File: config.mk
export PLATFORM = sky130hd
export DESIGN_NAME = rv2e_delay
export DESIGN_NICKNAME = d
export VERILOG_FILES = /design/src/design/rv2e_delay.sv
export SDC_FILE = /design/constraint.sdc
export NUM_CORES = 1
export LEC_CHECK = 0
export ABC_AREA = 1
export BUFFER_PORTS_ARGS = -buffer_cell sky130_fd_sc_hd__buf_2
export CAP_MARGIN = 20
export CORE_MARGIN = 3
export CORE_UTILIZATION = 35
export DETAILED_ROUTE_END_ITERATION = 8
export PLACE_DENSITY = 0.82
export SKIP_LAST_GASP = 1
export SLEW_MARGIN = 20
export SYNTH_ARGS = -nofsm -noshare
export SYNTH_HDL_FRONTEND = slang
export SYNTH_SLANG_ARGS = --single-unit
File: constraint.sdc
create_clock -name clk_i -period 0.8 [get_ports clk_i]
set_input_delay 0.04 -clock clk_i [delete_from_list [all_inputs] [get_ports clk_i]]
set_output_delay 0.04 -clock clk_i [all_outputs]
set_load 0.005 [all_outputs]
File: src/design/rv2e_delay.sv
// Fixed-length shift line that keeps side data aligned with the CORDIC chains.
// No package dependency.
`default_nettype none

module rv2e_delay #(
  parameter int unsigned W     = 32,
  parameter int unsigned DEPTH = 1
) (
  input  wire logic         clk_i,
  input  wire logic [W-1:0] d_i,
  output logic [W-1:0]      q_o
);

  logic [W-1:0] sr_q [DEPTH];

  always_ff @(posedge clk_i) begin
    sr_q[0] <= d_i;
    for (int i = 1; i < DEPTH; i++) begin
      sr_q[i] <= sr_q[i-1];
    end
  end

  assign q_o = sr_q[DEPTH-1];

endmodule

`default_nettype wire

==> impl_metrics.py <==
metrics = {
    "drt": {
        "num_vias": 651,
        "dr.first_iter.drc_count": 4,
        "detail_route.drc_violations": 0,
        "avgRoutedWirePerCell_um": 13.38,
        "routed_wire_length_mm": 2.141,
        "detailroute.wirelength.met2_mm": 1.223,
        "detail-route-antenna-nets": 0,
        "met1Wirelength_um": 642,
        "first_pass_iters": 5,
        "avgViaCountPerCell": 4.069,
        "route.met3.wl_um": 225,
        "topRoutingLayerUsed": "met4",
    },
    "placement": {
        "numPortBuffers": 64,
        "placement.setup.worst_slack_ps": 352.3,
        "finalWeightedCongestion": 0.6291,
        "detailed_place.area_um2": 991.0,
    },
    "setup_path": {
        "cpLargestDelayFamily": "flip-flops",
        "path_cells": "buf_2",
        "critical-path-max-stage-delay_ps": 330,
        "element_type_at_the_critical_path_start": "flip-flop",
        "critPathMaxFanout": 1,
        "timing.setup.critical_path_class": "flip-flop to output port",
        "cp.depth": 1,
        "critical_path_arrival_ps": 770,
        "timing.critical_path.buf_inv": 1,
        "cp_slowest_cell": "dfxtp_2",
        "worstPathRequired_ps": 760,
        "critPathCaptureType": "output port",
    },
    "cells_and_area": {
        "largest_registers": "sr_q (32)",
        "register_area_um2": 654.4,
        "num-multi-input-gates": 0,
        "stdcell_area_um2": 1421,
        "area_delta_synth_final_pct": 121.9,
        "flip_flop_count_of_the_largest_register_after_layout": 32,
        "area_of_the_multi_input_gates_um2": 0,
        "final_core_util": 0.8820,
        "registers.top_by_ff_count": "sr_q",
        "fraction_of_layout_instances_using_a_drive_strength_above_1": 0.5956,
        "insertedDiodeCount": 0,
        "fillers": 89,
        "layout.nets": 168,
    },
    "yosys": {
        "dominantRegCellSynth": "dfxtp_1",
        "yosysMostFrequentCell": "dfxtp_1",
        "syn-cell-area_um2": 640.6,
        "synthesized_instance_count": 32,
        "postSynthNetCount": 65,
        "ys_seq_elements": 32,
        "synth_seq_area_share": 1.000,
        "synth_top_cells_by_count": "dfxtp_1 (32)",
        "synth_largest_area_cell": "dfxtp_1",
        "count_of_synthesis_stage_warnings_from_yosys": 0,
        "synth.avg_cell_area_um2": 20.02,
        "synth.area.top_cells": "dfxtp_1 (100%)",
        "synth_edf_count": 0,
        "synthDominantCellAreaShare": 1.000,
        "asyncSetResetFlopFracSynth": 0,
        "synthDistinctLibCells": 1,
    },
    "timing": {
        "min_period_over_period": 1.009,
        "setup_total_negative_slack_ps": -13.48,
        "rsz0062_at_grt": "yes",
        "finalWorstSetupSlack_ps": -7.100,
        "worst_slew_pin_slew_ps": 90.64,
        "hold_fails_final_rpt": 0,
        "setup-violations-final": 3,
        "tmin_final_ps": 807.1,
        "max_clock_freq_ghz": 1.239,
        "slew_headroom": 0.9396,
        "final_max_slew_viol_count": 0,
    },
    "pwr": {
        "power.ir.vdd_worst_uv": 1595,
        "p_leak_nw": 0.7008,
        "total_power_mw": 2.940,
        "power_density_nw_per_um2": 2069,
    },
    "outcome": {
        "violations_in_the_final_reports": "setup timing",
        "run_status": "finished with violations",
    },
    "clock_tree": {
        "cts-root-buf": "clkbuf_4",
        "clock_path_buffers": 2,
        "cts.htree.levels": 2,
        "cts_sinks": 32,
        "clk_pin_slew_ps": 90,
        "tritoncts": "yes",
        "cts-buffers-inserted": 5,
    },
    "job": {
        "max_cap_viol_count": 0,
    },
    "global_routing": {
        "maximum_number_of_pins_on_one_net_before_global_route_repair": 10,
        "gr-total-overflow": 0,
        "gr-usage-all-layers": 0.1845,
        "grt_pass1_wl_mm": 3.153,
        "first_global_vias": 743,
        "antenna_violations_before_repair": 0,
    },
    "die": {
        "count_of_standard_cell_rows": 14,
        "die_w_um": 48.78,
        "starting_density_of_the_core": 0.3975,
        "die_area_um2": 2379,
        "floorplan.io_pins": 65,
        "core_area_um2": 1612,
        "die_h_um": 48.78,
    },
    "min_path": {
        "hold-path-cell-count": 2,
        "worstHoldPathType": "input pin to flip-flop",
    },
}
logic make-up after synthesis:
| logic type | Yosys count | share of synthesized area |
|---|---|---|
| flops | 32 | 1.000 |
through the flow:
step,cells,hold slack [ps]
finish,160,345.8
global route,160,344.4
CTS,160,340.2
detailed placement,120,143.6
global placement,120,141.9
floorplan,32,67.72
cell usage in the layout (no fill, tap or decap):
cell,count
buf_2,58
dlygate4sd3_1,32
dfxtp_1,21
dfxtp_2,11
buf_6,6
clkbuf_4,5
clkbuf_1,2
clkbuf_8,1
layout make-up:
cell class	count	share of cell area
Clock buffer	8	0.04137
Sequential cell	32	0.4604
Tap cell	24	0.02113
Timing Repair Buffer	96	0.4771
path summary, 6_finish.rpt:
kind	endpoint	slack, ps	from
worst max-delay path	q_o[15]	-7	sr_q[0][15]
worst min-delay path	sr_q[0][11]	350	d_i[11]
layer usage:
layer  global-route usage  vias up
met5                    0        -
met2               0.3688       46
met3              0.07951        6
met1               0.1296      296
li1                     -      303
met4               0.1327        0
power by group:
group / internal (mW) / switching (mW) / total, mW
clock network: 0.433 / 0.483 / 0.916
logic: 0.227 / 0.0883 / 0.315
registers: 1.68 / 0.0263 / 1.71
repair_timing:
item                                    CTS  global route
endpoints found under the hold margin    32             0
endpoints found under the setup margin    1            26
hold buffers                             32             0
buffers inserted                          0             0
gates resized for setup                   0            17
No activity file was read; power rests on OpenSTA's default activity.
