## src/design/rv2e_pkg.sv

```systemverilog
// Shared types, constants and helper functions for the rotation vector to Euler core.
// No dependencies; each design file but rv2e_delay refers to it by scoped names.
`default_nettype none

package rv2e_pkg;

  localparam int unsigned CW       = 32;  // CORDIC datapath width, Q.24
  localparam int unsigned TAB_LEN  = 24;
  localparam int unsigned DIV_BITS = 28;  // quotient bits of the axis divider
  localparam int unsigned DEN_W    = 28;
  localparam int unsigned REM_W    = DEN_W + 1;
  localparam int unsigned NUM_W    = 51;

  localparam logic signed [CW-1:0] PI24      = 32'sd52707179;
  localparam logic signed [CW-1:0] TWO_PI24  = 32'sd105414358;
  localparam logic signed [CW-1:0] HALF_PI24 = 32'sd26353589;
  localparam logic signed [CW-1:0] ONE24     = 32'sd16777216;
  localparam logic signed [CW-1:0] KINV      = 32'sd10188014;

  localparam logic signed [15:0] ANG_LIM   = 16'sd25736;
  localparam logic signed [15:0] PITCH_LIM = 16'sd12868;
  localparam logic signed [33:0] Q14_LIM   = 34'sd16384;
  localparam logic signed [CW-1:0] SY_LIM  = 32'sd32768;

  localparam logic signed [CW-1:0] ATAN_TAB [TAB_LEN] = '{
    32'sd13176795, 32'sd7778716, 32'sd4110060, 32'sd2086331,
    32'sd1047214,  32'sd524117,  32'sd262123,  32'sd131069,
    32'sd65536,    32'sd32768,   32'sd16384,   32'sd8192,
    32'sd4096,     32'sd2048,    32'sd1024,    32'sd512,
    32'sd256,      32'sd128,     32'sd64,      32'sd32,
    32'sd16,       32'sd8,       32'sd4,       32'sd2
  };

  // One divider lane: partial remainder, numerator, quotient so far
  typedef struct packed {
    logic [REM_W-1:0]    rem;
    logic [NUM_W-1:0]    num;
    logic [DIV_BITS-1:0] q;
  } div_lane_t;

  // Remove the CORDIC gain, round half up
  function automatic logic signed [CW-1:0] gain_fn(input logic signed [CW-1:0] x);
    logic signed [56:0] p;
    p = x * KINV + 57'sd8388608;
    return p[55:24];
  endfunction

  // Q.24 to Q1.14, round half up, saturate
  function automatic logic signed [15:0] to_q14(input logic signed [33:0] v);
    logic signed [33:0] r;
    r = (v + 34'sd512) >>> 10;
    if (r > Q14_LIM) r = Q14_LIM;
    else if (r < -Q14_LIM) r = -Q14_LIM;
    return r[15:0];
  endfunction

  // Q.24 angle to Q2.13, round half up, saturate to +-lim
  function automatic logic signed [15:0] to_q13(input logic signed [CW-1:0] a,
                                               input logic signed [15:0] lim);
    logic signed [CW-1:0] r;
    r = (a + 32'sd1024) >>> 11;
    if (r > lim) r = CW'(lim);
    else if (r < -lim) r = -CW'(lim);
    return r[15:0];
  endfunction

endpackage

`default_nettype wire

```

## src/design/rv2e_div_cell.sv

```systemverilog
// One restoring-division stage for three lanes sharing a divisor.
// Depends on rv2e_pkg for the lane struct and widths.
`default_nettype none

module rv2e_div_cell #(
  parameter int unsigned BIT = 0
) (
  input  wire logic                          clk_i,
  input  wire logic [rv2e_pkg::DEN_W-1:0]     den_i,
  input  wire rv2e_pkg::div_lane_t [2:0]      lane_i,
  output logic [rv2e_pkg::DEN_W-1:0]          den_o,
  output rv2e_pkg::div_lane_t [2:0]           lane_o
);

  rv2e_pkg::div_lane_t [2:0]    lane_d;
  logic [rv2e_pkg::REM_W-1:0]   r;

  always_comb begin
    lane_d = lane_i;
    r      = '0;
    for (int l = 0; l < 3; l++) begin
      r = {lane_i[l].rem[rv2e_pkg::REM_W-2:0], lane_i[l].num[BIT]};
      if (r >= {1'b0, den_i}) begin
        r                 = r - {1'b0, den_i};
        lane_d[l].q[BIT]  = 1'b1;
      end
      lane_d[l].rem = r;
    end
  end

  always_ff @(posedge clk_i) begin
    den_o  <= den_i;
    lane_o <= lane_d;
  end

endmodule

`default_nettype wire

```

## config.mk

```make
export PLATFORM = sky130hd
export DESIGN_NAME = rv2e_div_cell
export DESIGN_NICKNAME = d
export VERILOG_FILES = /design/src/design/rv2e_pkg.sv /design/src/design/rv2e_div_cell.sv
export SDC_FILE = /design/constraint.sdc
export NUM_CORES = 1
export LEC_CHECK = 0
export BUFFER_PORTS_ARGS = -buffer_cell sky130_fd_sc_hd__buf_2
export CORE_AREA = 2 2 277 279
export DETAILED_ROUTE_END_ITERATION = 10
export DIE_AREA = 0 0 279 281
export HOLD_SLACK_MARGIN = 0.1
export PLACE_DENSITY = 0.34
export SETUP_SLACK_MARGIN = 0.02
export SLEW_MARGIN = 20
export SYNTH_ARGS = -nofsm -noshare
export SYNTH_HDL_FRONTEND = slang
export SYNTH_SLANG_ARGS = --single-unit
```

## constraint.sdc

```tcl
create_clock -name clk_i -period 4.55 [get_ports clk_i]
set_clock_uncertainty 0.2 [all_clocks]
set_input_delay 1.1375 -clock clk_i [delete_from_list [all_inputs] [get_ports clk_i]]
set_output_delay 1.1375 -clock clk_i [all_outputs]
set_load 0.02 [all_outputs]
```

==> out/metrics.csv, run 1 <==
metric,value,unit
seq_area,0.00705,sq mm
avgSynthCellArea,10.6,sq um
post-route-min-period,3.80,ns
netlist.area_leader.share,54.7,%
max_freq,0.263,GHz
dr.pass1.iters,5,
synth_seq_cells,352,
ys_seq_area_share,54.7,%
peakVddDrop,0.000236,V
gr-usage-all-layers,19.8,%
slew_headroom,49.5,%
status,"finished, final reports clean",
synthesis.area,0.0129,sq mm
setup-violations-final,0,
arrival,4.08,ns
portBuffers,701,
fillers,8215,
p_leak,9.41,nW
ys.flop_type,dfxtp_1,
core,0.0754,sq mm
grt_pass1_vias,12900,
dp_cells,2900,
gp_congestion,0.865,
drt_iter0_drc,488,
yosys_warnings,0,
final_core_util,25.8,%
die-height,281,um
synth_edf_count,0,
async_flop_share,0,%
rows,101,
grt_overflow_total,0,
dieArea,0.0784,sq mm
synth_area_leaders,"dfxtp_1 (55%), ha_1 (8.2%), a21oi_1 (3.6%), xnor2_1 (2.8%), o21ai_0 (2.8%)",
area_growth,51.4,%
drc,0,
die_w,279,um
tns,0,ns
wl_per_cell,27.0,um
power.density,488,mW/mm^2
ant_nets,0,
clk_pin_slew,0.06,ns
stdcell_count,2994,
worst_slew_pin_slew,0.739,ns
hold_buffers,0,
path_class,input pin to flop,
ioPinCount,705,
worstSetupEndpointType,flop,
nets,2410,
antenna_found_initial,51,
vias,12300,
mostFrequentLayoutCells,"buf_2 (701), dfxtp_1 (352), a21oi_1 (93)",
rsz0062_at_grt,false,
finalCritPeriodShare,83.6,%
synth_top_cell_by_area,dfxtp_1,
drv_cap,0,
vias_per_cell,4.12,
post_cts.repair.setup_buffers,0,
grt_pass1_wl,106000,um
cp-startpoint,den_i[6],
crit_fanout,38,
required,4.83,ns
initial_core_util,17.1,%
drive_gt1_share,43.6,%
grt_max_degree,39,
hold_class,input pin to flop,
hold_ws,0.449,ns
yosysUniqueCellTypes,75,
mostFrequentLayoutCell,buf_2,
synthCells,1210,
clk_path_buf_depth,3,
multi_input_area,0.00544,sq mm
dp_hpwl,70300,um
hold_violations,0,
cts_tree,yes,
cts_made_buffers,46,
clock_tree.root_cell,clkbuf_16,
totalWireLength,80700,um
start_kind,input pin,
clock_sinks,352,
syn-num-nets,1650,
htreeDepth,2,
maxSlewViolCount,0,
cts_resized,0,
setup.worst_path.end,lane_o[191]$_DFF_P_,
-- cells in the mapped netlist, types with 4 or more instances --
library cell,n
or2_2,7
a21oi_1,93
or3_1,4
dfxtp_1,352
o31a_1,6
mux2_2,27
a31oi_1,10
a21boi_0,6
a211o_1,7
nor2b_1,11
buf_2,9
clkbuf_1,12
inv_1,64
nand3_1,17
nor4_1,6
o21a_1,7
nand4_1,15
nand2b_1,12
xor2_1,23
o311ai_0,4
a211oi_1,7
and3_1,13
nor2_1,66
nand2_1,81
ha_1,84
nor3_1,15
o211ai_1,7
o21ai_0,71
xnor2_1,41
o21bai_1,12
a41oi_1,4
o31ai_1,9
a21o_1,37
-- worst min-delay path by stage --
stage,from,to,depth (start not counted)
after floorplan,den_i[0],den_o[0]$_DFF_P_,0
after global placement,lane_i[113],lane_o[113]$_DFF_P_,1
after detailed placement,lane_i[157],lane_o[157]$_DFF_P_,1
after CTS,lane_i[234],lane_o[234]$_DFF_P_,1
after global routing,lane_i[181],lane_o[181]$_DFF_P_,1
final,lane_i[13],lane_o[13]$_DFF_P_,1
-- through the flow --
stage | setup WS, ns | power (mW) | instance area (sq um)
after global placement | 0.133 | 5.61 | 17800
after floorplan | 0.783 | 4.65 | 12900
after global routing | 0.548 | 9.94 | 19500
after detailed placement | 0.115 | 5.60 | 17800
after CTS | 0.741 | 9.71 | 19500
final | 0.747 | 9.51 | 19500
-- cell families (layout without fill, tap and decap cells) --
group                    after synthesis  in the layout  synth area share [%]
flip-flops                           352            352                  54.7
AO/OA/AOI/OAI                        318            318                  16.3
AND/OR/NAND/NOR                      264            264                  9.99
buffers and inverters                 92            889                  3.13
adder cells (fa/ha/maj)               87             87                  8.63
XOR/XNOR                              64             64                  4.35
multiplexers                          33             33                  2.94
other                                  0              9                     0
-- per-layer routing --
metal	share of wire [%]	wire length [um]	track usage, %
met3	10	8170	8.35
met4	2.2	1750	4.58
met5	0.29	238	0
met2	52	41900	37.2
met1	35	28600	20.0
-- area by class of cell --
cell class	instances	area share (%)
antenna	9	0.116
clock buffer	58	6.60
clock inverter	27	1.99
inverter	64	1.23
multi-input combinational	766	27.9
sequential	352	36.1
tap	978	6.28
timing repair buffer	740	19.8
-- worst max-delay path, cell delays in order --
cell and delay [ns]:
buf_2 0.11, inv_1 0.23, ha_1 0.34, a21o_1 0.20
a221oi_1 0.45, nand2_1 0.20, a21o_1 0.26, o211ai_1 0.28
a31o_2 0.39, buf_12 0.23, a211oi_1 0.07, a21o_1 0.15
-- registers in the layout, indices dropped and copies added (netlist names) --
signal / flops
lane_o: 324
den_o: 28
-- power by group --
| group | leakage [nW] | internal, mW | switching (mW) |
|---|---|---|---|
| Combinational | 5.63 | 0.741 | 1.29 |
| Clock | 0.810 | 2.47 | 1.54 |
| Sequential | 2.97 | 3.38 | 0.0871 |
Power figures use the tool's default switching activity.
==> run 2, diff against run 1 <==
--- a/config.mk
+++ b/config.mk
@@ -10,7 +10,7 @@
 export DETAILED_ROUTE_END_ITERATION = 10
 export DIE_AREA = 0 0 279 281
 export HOLD_SLACK_MARGIN = 0.1
-export PLACE_DENSITY = 0.34
+export PLACE_DENSITY = 0.35
 export SETUP_SLACK_MARGIN = 0.02
 export SLEW_MARGIN = 20
 export SYNTH_ARGS = -nofsm -noshare
==> constraint.sdc (replaced) <==
create_clock -name clk_i -period 3.22 [get_ports clk_i]
set_clock_uncertainty 0.2 [all_clocks]
set_input_delay 0.805 -clock clk_i [delete_from_list [all_inputs] [get_ports clk_i]]
set_output_delay 0.805 -clock clk_i [all_outputs]
set_load 0.02 [all_outputs]
==> run 2 against run 1 <==
Non-clock buffer count grew 531. Critical path type unchanged. Sequential power grew 42%. Critical endpoint is now lane_o[321]$_DFF_P_. Total power grew 44%. Hold slack lost 0.32 ns.
==> out/metrics.csv, run 2 (synthesis gave the netlist of run 1 again) <==
metric,value,unit,change
drc,0,,unchanged
dr.pass1.iters,5,,unchanged
largest_registers,"lane_o (324), den_o (28)",,
max_freq,0.314,GHz,
hold_ws,0.130,ns,-0.319 ns
clock_tree.root_cell,clkbuf_16,,
grt_pass1_vias,15000,,+16%
crit_path_frequent_cell,o21ai_0,,
cp-startpoint,den_i[26],,
cts_tree,yes,,
slew_headroom,33.8,%,-16 points
ant_nets,0,,unchanged
drv_cap,0,,unchanged
hold_violations,0,,unchanged
hold_class,input pin to flop,,
vias_per_cell,3.99,,-3.1%
crit_fanout,7,,-82%
path_class,input pin to flop,,
crit_family,compound AO/OA/AOI/OAI gates,,
fillers,7870,,-4.2%
required,3.49,ns,-1.34 ns
cts_made_buffers,46,,unchanged
nets,2942,,+22%
portBuffers,701,,unchanged
initial_core_util,17.1,%,unchanged
grt_pass1_wl,114000,um,+7.0%
rsz0062_at_grt,true,,
drive_gt1_share,48.4,%,+4.8 points
crit_slowest_cell,o21ai_0,,
path_depth,12,,unchanged
arrival,3.46,ns,-0.62 ns
max_stage_delay,0.76,ns,+0.31 ns
grt_max_degree,40,,+2.6%
drt_iter0_drc,535,,+9.6%
rows,101,,unchanged
hp-start,lane_i[277],,
antenna_found_initial,39,,-24%
cp_cell_sequence,buf_2 > inv_1 > buf_4 > ha_1 > a21oi_1 > o21ai_0 > a31oi_1 > a21oi_4 > buf_12 > buf_6 > o21ai_0 > or3b_1,,
clk_pin_slew,0.06,ns,about the same
power.density,559,mW/mm^2,+15%
p_leak,11.9,nW,+26%
post-route-min-period,3.19,ns,
gp_congestion,0.870,,+0.58%
core,0.0754,sq mm,unchanged
setup-violations-final,0,,unchanged
die_w,279,um,unchanged
crit_buf_inv,5,,+2
total_power,13.7,mW,+44%
finalCritPeriodShare,99.0,%,
htreeDepth,2,,unchanged
regMostFlops,lane_o,,
final_core_util,32.5,%,+6.7 points
dp_hpwl,71500,um,+1.7%
status,"finished, final reports clean",,
worst_slew_pin_slew,0.983,ns,+0.245 ns
clock_sinks,352,,unchanged
ioPinCount,705,,unchanged
totalWireLength,85600,um,+6.1%
worstSetupEndpointType,flop,,
gr-usage-all-layers,20.8,%,+1.1 points
wl_per_cell,24.2,um,-10%
min_path_cells,1,,unchanged
mostFrequentLayoutCell,buf_2,,
vias,14100,,+14%
clk_path_buf_depth,3,,unchanged
mostFrequentLayoutCells,"buf_2 (698), dfxtp_1 (352), buf_4 (327)",,
dieArea,0.0784,sq mm,unchanged
die-height,281,um,unchanged
start_kind,input pin,,
maxSlewViolCount,0,,unchanged
grt_overflow_total,0,,unchanged
area_growth,90.4,%,
largest_reg_flops,324,,unchanged
peakVddDrop,0.000321,V,+36%
==> run 2: cell types whose count changed in the layout (fill, tap and decap cells not counted), sizes merged <==
cell and change:
buf +301, dlygate4sd3 +227, clkbuf +10, diode +8
bufinv -7, inv -7, clkinv +4, a31o +1
clkinvlp +1
==> run 2: path summary, 6_finish.rpt <==
check	to	slack (ns)
setup / recovery	lane_o[321]$_DFF_P_	0.03
hold / removal	lane_o[277]$_DFF_P_	0.13
==> run 2: area by class of cell <==
class | instances | area [sq um] | share of cell area, %
multi-input cells | 767 | 5910 | 24.1
repair buffers | 1271 | 8570 | 35.0
clock inverters | 18 | 168 | 0.684
flip-flops and latches | 352 | 7050 | 28.7
clock buffers | 65 | 1290 | 5.27
inverters | 64 | 267 | 1.09
diodes | 17 | 42.5 | 0.173
well taps | 978 | 1220 | 4.99
==> run 2: metal layers <==
metal	wire length, um	global-route usage (%)	part of all wire, %
met5	154	0	0.18
met1	32200	22.5	38
met3	6030	6.02	7.0
met2	45000	39.6	53
met4	2300	5.18	2.7
==> run 2: timing repair <==
| item | in CTS | in global routing |
|---|---|---|
| buffers inserted | 9 | 13 |
| gates cloned | 2 | 4 |
| endpoints found under the setup margin | 42 | 61 |
| hold buffers | 227 | 0 |
| pin swaps | 10 | 21 |
| resized for setup | 26 | 44 |
| hold endpoints to repair | 227 | 0 |
==> run 2: through the flow <==
step           TNS, ns  setup slack [ns]  cells  instance area (sq um)
5_1_grt        -0.0342           -0.0192   3525                  24500
2_1_floorplan    -1.78            -0.131   1210                  13000
3_3_place_gp    -52.07            -0.820   3180                  20100
6_report             0            0.0315   3532                  24500
3_5_place_dp    -52.96            -0.857   3180                  20100
4_1_cts        -0.0315           -0.0130   3501                  24100
==> run 2: power breakdown <==
group / switching (mW) / leakage, nW / internal [mW]
registers: 0.157 / 2.97 / 4.78
clock network: 2.14 / 0.716 / 2.89
logic: 2.06 / 8.17 / 1.69
total: 4.36 / 11.9 / 9.36
==> run 3, diff against run 2 <==
==> constraint.sdc (replaced) <==
create_clock -name clk_i -period 2.69 [get_ports clk_i]
set_clock_uncertainty 0.2 [all_clocks]
set_input_delay 0.6725 -clock clk_i [delete_from_list [all_inputs] [get_ports clk_i]]
set_output_delay 0.6725 -clock clk_i [all_outputs]
set_load 0.02 [all_outputs]
==> run 3 against run 2 <==
The run now ends with negative setup slack left. Non-clock buffer count rose by 71. Sequential share of layout area down 2.2 points. Hold slack improved by 0.0044 ns. Sequential power increased by 20%. Core utilization up 2.6 points. Clock power increased by 28%. First-iteration DRC count down 16%. Routed wire length grew 3.4%. Final cell count grew 2.1%. Design area up 8.1%. Die area stayed put.
==> out/metrics.csv, run 3 (synthesis gave the netlist of run 1 again) <==
metric,value,unit,change
pre_cts_ws,-1.18,ns,-0.327 ns
clock_sinks,352,,unchanged
initial_core_util,17.1,%,unchanged
required,2.96,ns,-0.53 ns
mostFrequentLayoutCells,"buf_2 (695), dfxtp_1 (352), buf_4 (324)",,
core,0.0754,sq mm,unchanged
arrival,3.20,ns,-0.26 ns
rows,101,,unchanged
ioPinCount,705,,unchanged
multi_input_area,0.00692,sq mm,+17%
vias,14600,,+3.8%
peakVddDrop,0.000427,V,+33%
die_w,279,um,unchanged
nets,3017,,+2.5%
portBuffers,701,,unchanged
grt_max_degree,14,,-65%
crit_fanout,7,,unchanged
path_class,input pin to flop,,
grt_pass1_wl,118000,um,+3.9%
clk_pin_slew,0.06,ns,about the same
final_core_util,35.1,%,+2.6 points
failed_checks,negative setup slack,,
grt_overflow_total,0,,unchanged
largest_registers,"lane_o (324), den_o (28)",,
drc,0,,unchanged
die-height,281,um,unchanged
start_kind,input pin,,
drt_iter0_drc,452,,-16%
finalCritPeriodShare,109,%,
stdcell_count,3606,,+2.1%
gp_congestion,0.857,,-1.5%
maxSlewViolCount,0,,unchanged
seq_area,0.00705,sq mm,unchanged
hold_violations,0,,unchanged
mostFrequentLayoutCell,buf_2,,
status,"finished, violations left",,
regMostFlops,lane_o,,
dp_hpwl,72800,um,+1.7%
fillers,7771,,-1.3%
timing.final.ws_setup,-0.237,ns,-0.269 ns
power.density,657,mW/mm^2,+18%
grt_pass1_vias,15800,,+5.5%
gr-usage-all-layers,21.6,%,+0.74 points
htreeDepth,2,,unchanged
antenna_found_initial,33,,-15%
drive_gt1_share,53.8,%,+5.4 points
post-route-min-period,2.93,ns,
dieArea,0.0784,sq mm,unchanged
cts_tree,yes,,
hold_ws,0.134,ns,+0.00442 ns
ant_nets,0,,unchanged
worst_slew_pin_slew,0.443,ns,-0.540 ns
cts_made_buffers,48,,+4.3%
hold_class,input pin to flop,,
dp_cells,3195,,+0.47%
setup-violations-final,78,,+78
area_growth,106,%,
clk_path_buf_depth,3,,unchanged
max_freq,0.342,GHz,
total_power,17.4,mW,+27%
largest_reg_flops,324,,unchanged
totalWireLength,88600,um,+3.4%
worstSetupEndpointType,flop,,
p_leak,12.6,nW,+5.9%
dr.pass1.iters,6,,+1
vias_per_cell,4.05,,+1.6%
clock_tree.root_cell,clkbuf_16,,
rsz0062_at_grt,true,,
slew_headroom,70.2,%,+36 points
drv_cap,0,,unchanged
wl_per_cell,24.6,um,+1.3%
run 3: timing repair:
action,4_1_cts,5_1_grt
endpoints found under the hold margin,267,1
gates resized for setup,191,163
setup buffers,30,15
cloned,8,3
pin swaps,50,57
hold buffers,266,1
setup endpoints to repair,90,90
run 3: worst paths after layout:
kind   startpoint                  end  slack, ns  depth (start not counted)
max      den_i[6]  lane_o[101]$_DFF_P_      -0.24                         12
min   lane_i[197]  lane_o[198]$_DFF_P_       0.13                          3
run 3: worst max-delay path: stages:
cell and delay, ns:
buf_8 0.07, clkinvlp_4 0.12, buf_6 0.14, ha_4 0.23, a21o_1 0.19, a2111o_1 0.40, o22ai_4 0.26, o211ai_2 0.13
a31oi_4 0.25, buf_6 0.14, o31a_4 0.25, mux2_4 0.32
run 3: power breakdown:
group	leakage (nW)	internal, mW	total (mW)	switching (mW)
clock network	0.777	3.80	6.46	2.65
registers	2.97	5.72	5.93	0.206
logic	8.81	2.35	5.05	2.70
run 3: metrics by stage:
step | cell area, sq um | setup TNS (ns)
final | 26500 | -11.59
after global routing | 26500 | -15.41
after CTS | 25800 | -13.96
after detailed placement | 20200 | -86.66
after global placement | 20200 | -86.63
after floorplan | 13100 | -29.65
run 3: routing by layer:
metal,global-route usage [%],part of all wire (%)
met1,22.5,37
met2,38.5,50
met3,7.44,7.7
met4,10.7,5.2
met5,0,0.23
run 3: area by class of cell:
cell class / instances / share of cell area (%)
Sequential cell: 352 / 26.6
Timing Repair Buffer: 1342 / 35.6
Tap cell: 978 / 4.61
Inverter: 64 / 1.03
Multi-Input combinational cell: 769 / 26.1
Clock buffer: 69 / 5.24
Antenna cell: 13 / 0.123
Clock inverter: 19 / 0.746
